File: config.mk
export PLATFORM = sky130hd
export DESIGN_NAME = rtp_dump_deframer_offset
export DESIGN_NICKNAME = d
export VERILOG_FILES = /design/src/rtl/core/rdo_pkg.sv /design/src/rtl/core/rtp_dump_deframer_offset.sv /design/src/rtl/core/rdo_front.sv /design/src/rtl/core/rdo_queue.sv /design/src/rtl/core/rdo_back.sv
export SDC_FILE = /design/constraint.sdc
export NUM_CORES = 2
export LEC_CHECK = 0
export ABC_AREA = 1
export BUFFER_PORTS_ARGS = -buffer_cell sky130_fd_sc_hd__buf_2
export CAP_MARGIN = 20
export CORE_MARGIN = 2
export CORE_UTILIZATION = 35
export CTS_CLUSTER_DIAMETER = 40
export DETAILED_ROUTE_END_ITERATION = 6
export GPL_ROUTABILITY_DRIVEN = 0
export PLACE_DENSITY = 0.6
export SLEW_MARGIN = 25
export SYNTH_ARGS = -nofsm -noshare
export SYNTH_HDL_FRONTEND = slang
export SYNTH_SLANG_ARGS = --single-unit
File: constraint.sdc
create_clock -name clk -period 15.4 [get_ports clk]
set_input_delay 2.31 -clock clk [delete_from_list [all_inputs] [get_ports clk]]
set_output_delay 2.31 -clock clk [all_outputs]
set_load 0.02 [all_outputs]
File: src/rtl/core/rdo_pkg.sv
// Shared types and constants for the RTP dump deframer with timestamp offset.
package rdo_pkg;

    localparam int OFFSET_W     = 48;
    localparam int MIN_RTP_LEN  = 12;
    localparam int STAMP_FIRST  = 4;
    localparam int STAMP_LAST   = 7;
    localparam int QUEUE_DEPTH  = 4;
    localparam int QUEUE_AW     = $clog2(QUEUE_DEPTH);
    localparam int RECIP_SHIFT  = 37;
    localparam logic [31:0] RECIP_45 = 32'd3054198967;

    typedef enum logic [1:0] {
        KIND_PACKET    = 2'd0,
        KIND_SHORT     = 2'd1,
        KIND_END_OK    = 2'd2,
        KIND_END_EMPTY = 2'd3
    } kind_t;

    typedef struct packed {
        logic        pkt_valid;
        logic        pkt_good;
        logic [31:0] stamp;
        logic [15:0] length;
        logic        end_valid;
        logic        bad;
    } event_t;

    typedef struct packed {
        logic              empty;
        logic              full;
        logic [QUEUE_AW:0] count;
    } qstat_t;

endpackage

File: src/rtl/core/rtp_dump_deframer_offset.sv
// Top level of the length-prefixed RTP dump deframer with running timestamp offset.
// Accepts one byte item per cycle; input stalls only when the four-entry event queue is full.
// Short, end and first-packet records pass the event queue, the working registers and the result
// register; later good packets also pass the back end's multiply and offset-add states first.
// An end summary sharing an item with a packet follows that record as a separate end record.
// Reset: rst_n asynchronous active low clears parser, queue, counters, offset and output valid.
module rtp_dump_deframer_offset (
    input  logic         clk,
    input  logic         rst_n,
    input  logic         s_axis_tvalid,
    output logic         s_axis_tready,
    input  logic [7:0]   s_axis_tdata,   // [7:0] data_byte
    input  logic [0:0]   s_axis_tuser,   // [0] has_byte
    input  logic         s_axis_tlast,
    output logic         m_axis_tvalid,
    input  logic         m_axis_tready,
    // [31:0] rtp_timestamp, [79:32] offset, [95:80] packet_length,
    // [127:96] packet_count, [143:128] skipped_count, [144] bad_framing, [151:145] zero
    output logic [151:0] m_axis_tdata,
    output logic [1:0]   m_axis_tuser,   // [1:0] kind
    output logic         m_axis_tlast
);
    import rdo_pkg::*;

    event_t              front_ev;
    event_t              head_ev;
    qstat_t              q_stat;
    logic                push;
    logic                pop;
    logic [31:0]         out_stamp;
    logic [OFFSET_W-1:0] out_offset;
    logic [15:0]         out_length;
    logic [31:0]         out_count;
    logic [15:0]         out_skip;
    logic                out_bad;

    rdo_front u_front (
        .clk         (clk),
        .rst_n       (rst_n),
        .in_valid    (s_axis_tvalid),
        .in_ready    (s_axis_tready),
        .data_byte   (s_axis_tdata),
        .has_byte    (s_axis_tuser[0]),
        .end_of_file (s_axis_tlast),
        .q_stat      (q_stat),
        .push        (push),
        .ev          (front_ev)
    );

    rdo_queue u_queue (
        .clk     (clk),
        .rst_n   (rst_n),
        .push    (push),
        .wr_data (front_ev),
        .pop     (pop),
        .rd_data (head_ev),
        .stat    (q_stat)
    );

    rdo_back u_back (
        .clk        (clk),
        .rst_n      (rst_n),
        .head       (head_ev),
        .q_stat     (q_stat),
        .pop        (pop),
        .out_valid  (m_axis_tvalid),
        .out_ready  (m_axis_tready),
        .out_kind   (m_axis_tuser),
        .out_stamp  (out_stamp),
        .out_offset (out_offset),
        .out_length (out_length),
        .out_count  (out_count),
        .out_skip   (out_skip),
        .out_bad    (out_bad),
        .out_last   (m_axis_tlast)
    );

    assign m_axis_tdata = {7'd0, out_bad, out_skip, out_count, out_length, out_offset, out_stamp};

    assert property (@(posedge clk) disable iff (!rst_n)
        q_stat.count <= (QUEUE_AW+1)'(QUEUE_DEPTH))
        else $error("event queue overfilled");

    assert property (@(posedge clk) disable iff (!rst_n)
        m_axis_tvalid && (m_axis_tuser == KIND_END_OK || m_axis_tuser == KIND_END_EMPTY)
        |-> m_axis_tlast)
        else $error("end summary not marked last");

    assert property (@(posedge clk) disable iff (!rst_n)
        m_axis_tvalid && (m_axis_tuser == KIND_END_EMPTY) |-> (m_axis_tdata[127:96] == 32'd0))
        else $error("empty end summary with nonzero packet count");

endmodule

File: src/rtl/core/rdo_front.sv
// Front end: byte parser that frames packets and queues packet and end events.
module rdo_front (
    input  logic            clk,
    input  logic            rst_n,
    input  logic            in_valid,
    output logic            in_ready,
    input  logic [7:0]      data_byte,
    input  logic            has_byte,
    input  logic            end_of_file,
    input  rdo_pkg::qstat_t q_stat,
    output logic            push,
    output rdo_pkg::event_t ev
);
    import rdo_pkg::*;

    typedef enum logic [3:0] {
        PH_LEN_HI = 4'b0001,
        PH_LEN_LO = 4'b0010,
        PH_BODY   = 4'b0100,
        PH_STOP   = 4'b1000
    } phase_t;

    phase_t      phase_reg, phase_next;
    logic [15:0] len_reg, len_next;
    logic [15:0] idx_reg, idx_next;
    logic [15:0] idx_inc;
    logic [15:0] len_lo;
    logic [31:0] stamp_reg, stamp_next;
    logic        ferr_reg, ferr_next;
    logic        accept;
    logic        pkt_done;

    assign in_ready = !q_stat.full;
    assign accept   = in_valid && in_ready;
    assign idx_inc  = idx_reg + 16'd1;
    assign len_lo   = {len_reg[15:8], data_byte};

    always_comb
    begin
        phase_next = phase_reg;
        len_next   = len_reg;
        idx_next   = idx_reg;
        stamp_next = stamp_reg;
        ferr_next  = ferr_reg;
        pkt_done   = 1'b0;
        if (accept && has_byte)
        begin
            case (phase_reg)
                PH_LEN_HI:
                begin
                    len_next   = {data_byte, 8'd0};
                    phase_next = PH_LEN_LO;
                end
                PH_LEN_LO:
                begin
                    len_next = len_lo;
                    if (len_lo == 16'd0)
                    begin
                        ferr_next  = 1'b1;
                        phase_next = PH_STOP;
                    end
                    else
                    begin
                        idx_next   = 16'd0;
                        phase_next = PH_BODY;
                    end
                end
                PH_BODY:
                begin
                    if (idx_reg >= 16'(STAMP_FIRST) && idx_reg <= 16'(STAMP_LAST))
                        stamp_next = {stamp_reg[23:0], data_byte};
                    idx_next = idx_inc;
                    if (idx_inc == len_reg)
                    begin
                        pkt_done   = 1'b1;
                        phase_next = PH_LEN_HI;
                    end
                end
                default:
                begin
                end
            endcase
        end

        ev.pkt_valid = pkt_done;
        ev.pkt_good  = len_reg >= 16'(MIN_RTP_LEN);
        ev.stamp     = stamp_next;
        ev.length    = len_reg;
        ev.end_valid = end_of_file;
        ev.bad       = ferr_next || (phase_next == PH_BODY);

        if (accept && end_of_file)
        begin
            phase_next = PH_LEN_HI;
            len_next   = 16'd0;
            idx_next   = 16'd0;
            stamp_next = 32'd0;
            ferr_next  = 1'b0;
        end
    end

    assign push = accept && (pkt_done || end_of_file);

    always_ff @(posedge clk or negedge rst_n)
    begin
        if (!rst_n)
        begin
            phase_reg <= PH_LEN_HI;
            len_reg   <= 16'd0;
            idx_reg   <= 16'd0;
            stamp_reg <= 32'd0;
            ferr_reg  <= 1'b0;
        end
        else
        begin
            phase_reg <= phase_next;
            len_reg   <= len_next;
            idx_reg   <= idx_next;
            stamp_reg <= stamp_next;
            ferr_reg  <= ferr_next;
        end
    end

endmodule

File: src/rtl/core/rdo_queue.sv
// Event queue between the parser and the offset back end.
module rdo_queue (
    input  logic            clk,
    input  logic            rst_n,
    input  logic            push,
    input  rdo_pkg::event_t wr_data,
    input  logic            pop,
    output rdo_pkg::event_t rd_data,
    output rdo_pkg::qstat_t stat
);
    import rdo_pkg::*;

    event_t              mem_reg [QUEUE_DEPTH];
    logic [QUEUE_AW-1:0] wr_ptr_reg, wr_ptr_next;
    logic [QUEUE_AW-1:0] rd_ptr_reg, rd_ptr_next;
    logic [QUEUE_AW:0]   count_reg, count_next;

    always_comb
    begin
        wr_ptr_next = push ? wr_ptr_reg + QUEUE_AW'(1) : wr_ptr_reg;
        rd_ptr_next = pop ? rd_ptr_reg + QUEUE_AW'(1) : rd_ptr_reg;
        case ({push, pop})
            2'b10:   count_next = count_reg + (QUEUE_AW+1)'(1);
            2'b01:   count_next = count_reg - (QUEUE_AW+1)'(1);
            default: count_next = count_reg;
        endcase
    end

    assign rd_data    = mem_reg[rd_ptr_reg];
    assign stat.empty = count_reg == '0;
    assign stat.full  = count_reg == (QUEUE_AW+1)'(QUEUE_DEPTH);
    assign stat.count = count_reg;

    always_ff @(posedge clk)
    begin
        if (push)
            mem_reg[wr_ptr_reg] <= wr_data;
    end

    always_ff @(posedge clk or negedge rst_n)
    begin
        if (!rst_n)
        begin
            wr_ptr_reg <= '0;
            rd_ptr_reg <= '0;
            count_reg  <= '0;
        end
        else
        begin
            wr_ptr_reg <= wr_ptr_next;
            rd_ptr_reg <= rd_ptr_next;
            count_reg  <= count_next;
        end
    end

endmodule

File: src/rtl/core/rdo_back.sv
// Back end: timestamp delta, divide by 90, running offset, counters, result register.
module rdo_back (
    input  logic                          clk,
    input  logic                          rst_n,
    input  rdo_pkg::event_t               head,
    input  rdo_pkg::qstat_t               q_stat,
    output logic                          pop,
    output logic                          out_valid,
    input  logic                          out_ready,
    output logic [1:0]                    out_kind,
    output logic [31:0]                   out_stamp,
    output logic [rdo_pkg::OFFSET_W-1:0]  out_offset,
    output logic [15:0]                   out_length,
    output logic [31:0]                   out_count,
    output logic [15:0]                   out_skip,
    output logic                          out_bad,
    output logic                          out_last
);
    import rdo_pkg::*;

    typedef enum logic [4:0] {
        B_IDLE = 5'b00001,
        B_MUL  = 5'b00010,
        B_ACC  = 5'b00100,
        B_PKT  = 5'b01000,
        B_END  = 5'b10000
    } bstate_t;

    bstate_t             state_reg, state_next;
    logic                w_good_reg, w_end_reg, w_bad_reg, w_neg_reg;
    logic [31:0]         w_stamp_reg, w_end_stamp_reg, w_mag_reg, w_count_reg;
    logic [15:0]         w_len_reg, w_skip_reg;
    logic [62:0]         prod_reg, prod_next;
    logic [31:0]         prev_stamp_reg, good_count_reg;
    logic [15:0]         short_count_reg;
    logic [OFFSET_W-1:0] offset_reg, sum_offset, quot_ext;

    logic                out_valid_reg, out_bad_reg, out_last_reg;
    logic [1:0]          out_kind_reg, out_kind_next;
    logic [31:0]         out_stamp_reg, out_stamp_next, out_count_reg;
    logic [OFFSET_W-1:0] out_offset_reg, out_offset_next;
    logic [15:0]         out_length_reg, out_length_next, out_skip_reg;
    logic                out_bad_next, out_last_next;

    logic        load_ok, fin_acc, fin_pkt, fin_end, free, fetch;
    logic [32:0] diff33;
    logic [31:0] diff, mag, gc_after, end_stamp;
    logic [15:0] sc_after;
    logic        neg, is_good, is_short;

    assign load_ok = !out_valid_reg || out_ready;
    assign fin_acc = (state_reg == B_ACC) && load_ok;
    assign fin_pkt = (state_reg == B_PKT) && load_ok;
    assign fin_end = (state_reg == B_END) && load_ok;
    assign free    = (state_reg == B_IDLE) || ((fin_acc || fin_pkt) && !w_end_reg) || fin_end;
    assign fetch   = free && !q_stat.empty;
    assign pop     = fetch;

    assign diff33    = {1'b0, head.stamp} - {1'b0, prev_stamp_reg};
    assign diff      = diff33[31:0];
    assign neg       = diff[31] && ((diff != 32'h8000_0000) || !diff33[32]);
    assign mag       = diff[31] ? (32'd0 - diff) : diff;
    assign is_good   = head.pkt_valid && head.pkt_good;
    assign is_short  = head.pkt_valid && !head.pkt_good;
    assign gc_after  = (is_good && good_count_reg != 32'hFFFF_FFFF) ?
                       good_count_reg + 32'd1 : good_count_reg;
    assign sc_after  = (is_short && short_count_reg != 16'hFFFF) ?
                       short_count_reg + 16'd1 : short_count_reg;
    assign end_stamp = is_good ? head.stamp : prev_stamp_reg;

    assign prod_next  = w_mag_reg[31:1] * RECIP_45;
    assign quot_ext   = OFFSET_W'(prod_reg[62:RECIP_SHIFT]);
    assign sum_offset = w_neg_reg ? offset_reg - quot_ext : offset_reg + quot_ext;

    always_comb
    begin
        state_next = state_reg;
        case (state_reg)
            B_MUL:   state_next = B_ACC;
            B_ACC:   if (load_ok && w_end_reg) state_next = B_END;
            B_PKT:   if (load_ok && w_end_reg) state_next = B_END;
            default: state_next = state_reg;
        endcase
        if (free)
        begin
            if (!fetch)
                state_next = B_IDLE;
            else if (is_good && good_count_reg != 32'd0)
                state_next = B_MUL;
            else if (head.pkt_valid)
                state_next = B_PKT;
            else
                state_next = B_END;
        end
    end

    always_comb
    begin
        out_kind_next   = KIND_END_OK;
        out_stamp_next  = w_end_stamp_reg;
        out_offset_next = offset_reg;
        out_length_next = 16'd0;
        out_bad_next    = w_bad_reg;
        out_last_next   = 1'b1;
        if (fin_acc)
        begin
            out_kind_next   = KIND_PACKET;
            out_stamp_next  = w_stamp_reg;
            out_offset_next = sum_offset;
            out_length_next = w_len_reg;
            out_bad_next    = 1'b0;
            out_last_next   = !w_end_reg;
        end
        else if (fin_pkt)
        begin
            out_kind_next   = w_good_reg ? KIND_PACKET : KIND_SHORT;
            out_stamp_next  = w_good_reg ? w_stamp_reg : 32'd0;
            out_length_next = w_len_reg;
            out_bad_next    = 1'b0;
            out_last_next   = !w_end_reg;
        end
        else if (w_count_reg == 32'd0)
        begin
            out_kind_next = KIND_END_EMPTY;
        end
    end

    always_ff @(posedge clk)
    begin
        if (fetch)
        begin
            w_good_reg      <= head.pkt_good;
            w_end_reg       <= head.end_valid;
            w_bad_reg       <= head.bad;
            w_neg_reg       <= neg;
            w_mag_reg       <= mag;
            w_stamp_reg     <= head.stamp;
            w_end_stamp_reg <= end_stamp;
            w_len_reg       <= head.length;
            w_count_reg     <= gc_after;
            w_skip_reg      <= sc_after;
        end
        if (state_reg == B_MUL)
            prod_reg <= prod_next;
        if (load_ok)
        begin
            out_kind_reg   <= out_kind_next;
            out_stamp_reg  <= out_stamp_next;
            out_offset_reg <= out_offset_next;
            out_length_reg <= out_length_next;
            out_count_reg  <= w_count_reg;
            out_skip_reg   <= w_skip_reg;
            out_bad_reg    <= out_bad_next;
            out_last_reg   <= out_last_next;
        end
    end

    always_ff @(posedge clk or negedge rst_n)
    begin
        if (!rst_n)
        begin
            state_reg       <= B_IDLE;
            prev_stamp_reg  <= 32'd0;
            good_count_reg  <= 32'd0;
            short_count_reg <= 16'd0;
            offset_reg      <= '0;
            out_valid_reg   <= 1'b0;
        end
        else
        begin
            state_reg <= state_next;
            if (fetch)
            begin
                if (head.end_valid)
                begin
                    prev_stamp_reg  <= 32'd0;
                    good_count_reg  <= 32'd0;
                    short_count_reg <= 16'd0;
                end
                else
                begin
                    prev_stamp_reg  <= end_stamp;
                    good_count_reg  <= gc_after;
                    short_count_reg <= sc_after;
                end
            end
            if (fin_acc)
                offset_reg <= sum_offset;
            else if (fin_end)
                offset_reg <= '0;
            if (load_ok)
                out_valid_reg <= fin_acc || fin_pkt || fin_end;
        end
    end

    assign out_valid  = out_valid_reg;
    assign out_kind   = out_kind_reg;
    assign out_stamp  = out_stamp_reg;
    assign out_offset = out_offset_reg;
    assign out_length = out_length_reg;
    assign out_count  = out_count_reg;
    assign out_skip   = out_skip_reg;
    assign out_bad    = out_bad_reg;
    assign out_last   = out_last_reg;

endmodule
* Word-level counts from Yosys, hierarchy flattened
Memories as Yosys holds them, arrays and structs flattened.
Index checks and enable logic that the tools add are counted.
** Word-level totals
- Bits in registers :: 585
- RAM bits :: 208
- Output and inout bits :: 157
- Word-level logic and storage cells :: 171
- Memories :: 1
** Operators by class
- $add $sub $neg :: 11
- Multipliers :: 1
- $lt $le $gt $ge :: 3
- Equality and inequality tests :: 19
- Multiplexer cells :: 53
- Reductions and logical operators :: 48
** Memories
- u_queue.mem_reg :: depth 4, bits a word 52, rd ports 1, clocked after memory_dff 0, write ports 1, RTL line rdo_queue.sv:13 : event_t mem_reg [QUEUE_DEPTH];
** Operator list (count)
- 2-to-1 mux 32 bit :: 11
- 2-to-1 mux 48 bit :: 4
- 2-to-1 mux 16 bit :: 9
- != test 32 bit (second input constant) :: 2
- case mux 16 bit (2 select lines) :: 2
- multiplier 31 x 32 -> 63 bit (second input constant) :: 1
- adder 48 x 26 -> 48 bit :: 1
- subtractor 48 x 26 -> 48 bit :: 1
- subtractor 32 x 32 -> 33 bit :: 1
- adder 16 x 1 -> 16 bit (second input constant) :: 2
- adder 32 x 1 -> 32 bit (second input constant) :: 1
- zero test 32 bit :: 1
- nonzero test 32 bit :: 1
- subtractor 1 x 32 -> 32 bit (first input constant) :: 1
- 2-to-1 mux 31 bit :: 1
- 2-to-1 mux 5 bit :: 5
- logical AND 1 bit :: 17
- equality test 16 bit :: 1
- greater-or-equal comparator 16 x 3 -> 1 bit (second input constant) :: 1
- greater-or-equal comparator 16 x 4 -> 1 bit (second input constant) :: 1
- less-or-equal comparator 16 x 3 -> 1 bit (second input constant) :: 1
- zero test 16 bit :: 1
- 2-to-1 mux 4 bit :: 4
- != test 16 bit (second input constant) :: 1
- other kinds (30) :: 64

* Longest topological paths before layout
- Depth in word-level cells :: 10
- Depth in mapped cells :: 30

* Modules after synthesis
From an unflattened synthesis, not the netlist that was laid out.
** Unflattened totals
- Cells, all modules :: 5789
- Area total of the unflattened synthesis :: 52603.0 µm²
** Modules (own cells, without submodules)
- rdo_back :: times used 1, cells each 4600, area an instance 39973.3 µm²
- rdo_queue :: times used 1, cells each 655, area an instance 8612.0 µm²
- rdo_front :: times used 1, cells each 525, area an instance 3953.8 µm²
- rtp_dump_deframer_offset :: times used 1, cells each 9, area an instance 63.8 µm²

* Worst setup path before layout
Ideal clock, no wire load.
- Kind :: input to register
- From :: input m_axis_tready
- To :: register u_queue.count_reg[2]
- Setup time :: 124 ps
- Data arrival time :: 9846 ps
- Path slack :: 5430 ps
- Stages on the path :: 16
- Path buffers :: 2
- Cell sequence :: nor2_1 > inv_1 > nand2_1 > nand2_2 > nand2_1 > nand3_2 > inv_2 > nor2_2 > buf_2 > buf_2 > ha_1 > inv_1 > fa_1 > a21oi_1 > o21ai_0 > xnor2_1
** Between the ends
- Longest elaborated chain between the ends :: 9
- Elaborated cells between the ends (all ways) :: 13
- Classes of those cells :: eq/ne: 2; mux: 1; reduce/logical: 10
** RTL lines
- start, declared :: RTL line rtp_dump_deframer_offset.sv:16 : input logic m_axis_tready,
- logical OR 1 bit (*) :: RTL line rdo_back.sv:51 : assign load_ok = !out_valid_reg || out_ready;
- net u_back.load_ok :: RTL line rdo_back.sv:45 : logic load_ok, fin_acc, fin_pkt, fin_end, free, fetch;
- logical AND 1 bit, on equally long branches :: RTL line rdo_back.sv:52, rdo_back.sv:53
- logical OR 1 bit :: RTL line rdo_back.sv:55 : assign free = (state_reg == B_IDLE) || ((fin_acc || fin_pkt) && !w_end_reg) || fin_end;
- logical AND 1 bit :: RTL line rdo_back.sv:55
- logical OR 1 bit :: RTL line rdo_back.sv:55
- logical OR 1 bit (*) :: RTL line rdo_back.sv:55
- logical AND 1 bit (*) :: RTL line rdo_back.sv:56 : assign fetch = free && !q_stat.empty;
- net pop :: RTL line rtp_dump_deframer_offset.sv:29 : logic pop;
- equality test 2 x 1 -> 1 bit / equality test 2 bit (equally long branches) :: RTL line rdo_queue.sv:22 : case ({push, pop})
- case mux 3 bit (2 select lines) / nonzero test 2 bit (equally long branches)
- end signal, assigned :: RTL line rdo_queue.sv:52 : count_reg <= count_next;
- end, declared :: RTL line rdo_queue.sv:16 : logic [QUEUE_AW:0] count_reg, count_next;
The timed path passes the listed nets; every way through them passes the cells marked *.
A chain may end at the register's enable or synchronous reset.

* Worst setup path after layout
- From :: register u_back.w_mag_reg[29]
- To :: register u_back.prod_reg[47], data pin
** Between the ends
- Longest elaborated chain between the ends :: 1
** RTL lines
- start, declared :: RTL line rdo_back.sv:31 : logic [31:0] w_stamp_reg, w_end_stamp_reg, w_mag_reg, w_count_reg;
- start signal, assigned :: RTL line rdo_back.sv:136 : w_mag_reg <= mag;
- multiplier 31 x 32 -> 63 bit :: RTL line rdo_back.sv:71 : assign prod_next = w_mag_reg[31:1] * RECIP_45;
- net u_back.prod_next[47] :: RTL line rdo_back.sv:33 : logic [62:0] prod_reg, prod_next;
- end signal, assigned :: RTL line rdo_back.sv:144 : prod_reg <= prod_next;
- end, declared :: RTL line rdo_back.sv:33
The timed path passes the listed nets, and every way through them passes these cells.

==> impl_metrics.csv <==
group,metric,value,unit
cts,post-cts-setup-buffers,0,
synth,synth_edf_count,545,
layout,multi_input_area,25200,sq um
synth,yosysWarnings,0,
route,drt_iter0_markers,3260,
grt,grt_max_degree,106,
synth,synthTopCellsByArea,"edfxtp_1 32%, fa_1 12%, dfrtp_1 10%, ha_1 9.9%, inv_1 8.0%",
cts,cts_buffers,101,
cts,cts_htree_levels,3,
route,avgViaCountPerCell,5.03,
worst_hold_path,hp-class,"reg2reg",
floorplan,start_util,0.353,
floorplan,rows,140,
critical_path,crit_fanout,5,
cts,clock_latency,0.75,ns
cts,cts_repair_resize_count,0,
grt,antenna_found_initial,4,
timing,final.period_utilization,0.448,
floorplan,coreArea,146000,sq um
power_and_ir_drop,p_leak,26.1,nW
route,route.detailed.drc,0,
synth,synth-seq-area-share,0.420,
critical_path,slowest_stage,"fa_1",
timing,slew_viol_final,0,
cts,cts_buffer_depth,3,
critical_path,crit_top_cell,"fa_1",
cts,cts.sinks,755,
timing,setup_viol,0,
power_and_ir_drop,vdd.ir_drop.worst,105,uV
route,routed_wl,142000,microns
route,first_pass_iters,6,
layout,drive_gt1_frac,0.0813,
layout,fin_nets,6485,
place,place_ws,8.53,ns
layout,fillers,14300,
timing,worst_slack,8.50,ns
route,num_vias,39000,
cts,ctsHoldBuffers,0,
grt,grtUsageTotal,0.186,
timing,hold_violations,0,
synth,ys_seq_elements,755,
critical_path,crit_chain,"ha_1, inv_1, fa_1, inv_1, fa_1, inv_1, fa_1, fa_1, inv_1, fa_1, fa_1, inv_1, fa_1, inv_1, ha_1, nand2_1, nor2_1, nand2_1, nor4_1, nand4_1, nand3_1, a31oi_1, xnor2_1",
synth,ys_types,63,
synth,avgSynthCellArea,9.22,sq um
timing,relSlewSlack,0.303,
synth,synth_commonest_cells,"1095 x inv_1, 893 x nand2_1, 545 x edfxtp_1",
timing,skew,0.0718,ns
route,wl_per_cell,18.2,microns
timing,hold_slack,0.420,ns
synth,synth.cell_area,51500,sq um
timing,rsz0062_at_grt,"no",
outcome,status,"finished clean",
floorplan,io_pins,171,
floorplan,die_width,388,microns
grt,first_global_vias,38300,
cts,ctsRootBufferMaster,"clkbuf_16",
floorplan,dieHeight,388,microns
critical_path,worstSetupPathType,"reg2reg",
timing,tightest_slew,1.03,ns
critical_path,cp.arrival,7.35,ns
grt,grt_overflow,0,
timing,setup_tns,0,ns
place,dpl.hpwl,110000,microns
critical_path,endpoint_kind,"flop",
critical_path,required,15.85,ns
route,antenna_left,0,
place,portBuffers,163,
timing,max_freq,145,MHz
power_and_ir_drop,powerDensity,86.6,nW/um^2
run,drv_cap,0,
timing,min_period,6.90,ns
layout,antennaDiodeCount,0,
synth,ys.flop_type,"edfxtp_1",
floorplan,fp.dieArea,150000,sq um
synth,yosysTopAreaCell,"edfxtp_1",
critical_path,cp-start-kind,"flop",
cts,cts_tree,"built",
grt,grt_pass1_wl,219000,microns
critical_path,slowest_delay,0.65,ns
layout,ff_latch_area,21600,sq um
cts,clkTransAtPathRegs,0.06,ns
synth,syn_inst,5583,
layout,largest_reg_flops,208,
synth,yosysMostFrequentCell,"inv_1",
synth,synth_top_area_share,0.318,
layout,syn2layout_area_growth,12.7,%
synth,async_flop_share,0.278,
[layout make-up]
class / instances / share of cell area
Clock buffer: 111 / 0.0447
Clock inverter: 80 / 0.0165
Inverter: 1111 / 0.0720
Multi-Input combinational cell: 3608 / 0.435
Sequential cell: 755 / 0.373
Tap cell: 1917 / 0.0413
Timing Repair Buffer: 188 / 0.0179
[worst paths after layout]
| kind | startpoint | to | slack [ns] | cells past startpoint |
|---|---|---|---|---|
| setup / recovery | u_back.w_mag_reg[29] | u_back.prod_reg[47] | 8.50 | 23 |
| hold / removal | u_back.w_skip_reg[12] | u_back.out_skip[12] | 0.42 | 0 |
| setup reg to reg | u_back.w_mag_reg[29] | u_back.prod_reg[47] | 8.50 | 23 |
| hold reg to reg | u_back.w_skip_reg[12] | u_back.out_skip[12] | 0.42 | 0 |
| max in group asynchronous | rst_n | u_front.idx_reg[9] | 12.53 | 2 |
| min in group asynchronous | rst_n | u_back.good_count_reg[20] | 1.58 | 1 |
[routing by layer]
| layer | part of all wire | routed length [microns] | up-vias | GRT usage |
|---|---|---|---|---|
| met3 | 0.061 | 8610 | 237 | 0.0332 |
| met2 | 0.46 | 64600 | 1178 | 0.298 |
| met4 | 0.029 | 4060 | 2 | 0.0538 |
| met5 | 0.000063 | 9 | - | 0 |
| met1 | 0.45 | 64500 | 18900 | 0.257 |
| li1 | - | - | 18700 | - |
[worst max-delay path, delay by kind of cell, from the launching register on]
family | cells | cell delay (ns)
AOI/OAI and AO/OA | 1 | 0.13
buffers and inverters | 6 | 0.36
xor gates and xnor gates | 1 | 0.16
DFF | 1 | 0.49
and+or+nand+nor | 6 | 1.00
adders and majority gates | 9 | 4.51
[power by group]
part / internal, mW / switching [mW]
Sequential: 2.27 / 0.0379
Combinational: 0.0777 / 0.223
Clock: 1.40 / 1.01
[kinds of logic after synthesis]
group | share of synthesized area
compound gates | 0.0965
xor+xnor | 0.0213
buf+inv | 0.0916
simple gates | 0.156
other cells | 0.0000728
fa+ha+maj | 0.215
flops | 0.420
[placed cells by master (no fill, tap or decap), drive strengths merged, types with 2 or more instances in the layout]
cell type     n
inv        1132
nand2       911
edfxtp      545
nor2        535
ha          408
o21ai       405
fa          298
a21oi       247
dfrtp       208
buf         188
nand3       184
o22ai       113
clkbuf      111
xor2        102
nor3         95
nand4        62
clkinv       44
nor4         38
a211oi       35
or2          30
a31oi        27
xnor2        23
a21o         13
o21a         10
o21bai       10
nand3b       10
a21boi        9
and3          8
bufinv        8
a22o          7
conb          7
clkinvlp      7
o211ai        6
o2111ai       4
o32ai         2
o31ai         2
dfstp         2
[stage by stage]
step | instance area, sq um | total power [mW] | instances | utilization
floorplan | 51500 | 2.53 | 5589 | -
global placement | 54400 | 2.64 | 7578 | 0.373
detailed placement | 54400 | 2.65 | 7578 | 0.373
CTS | 58000 | 5.07 | 7769 | 0.397
global route | 58000 | 5.20 | 7770 | 0.398
finish | 58000 | 5.02 | 7770 | 0.398
(Power assumes the default switching activity.)
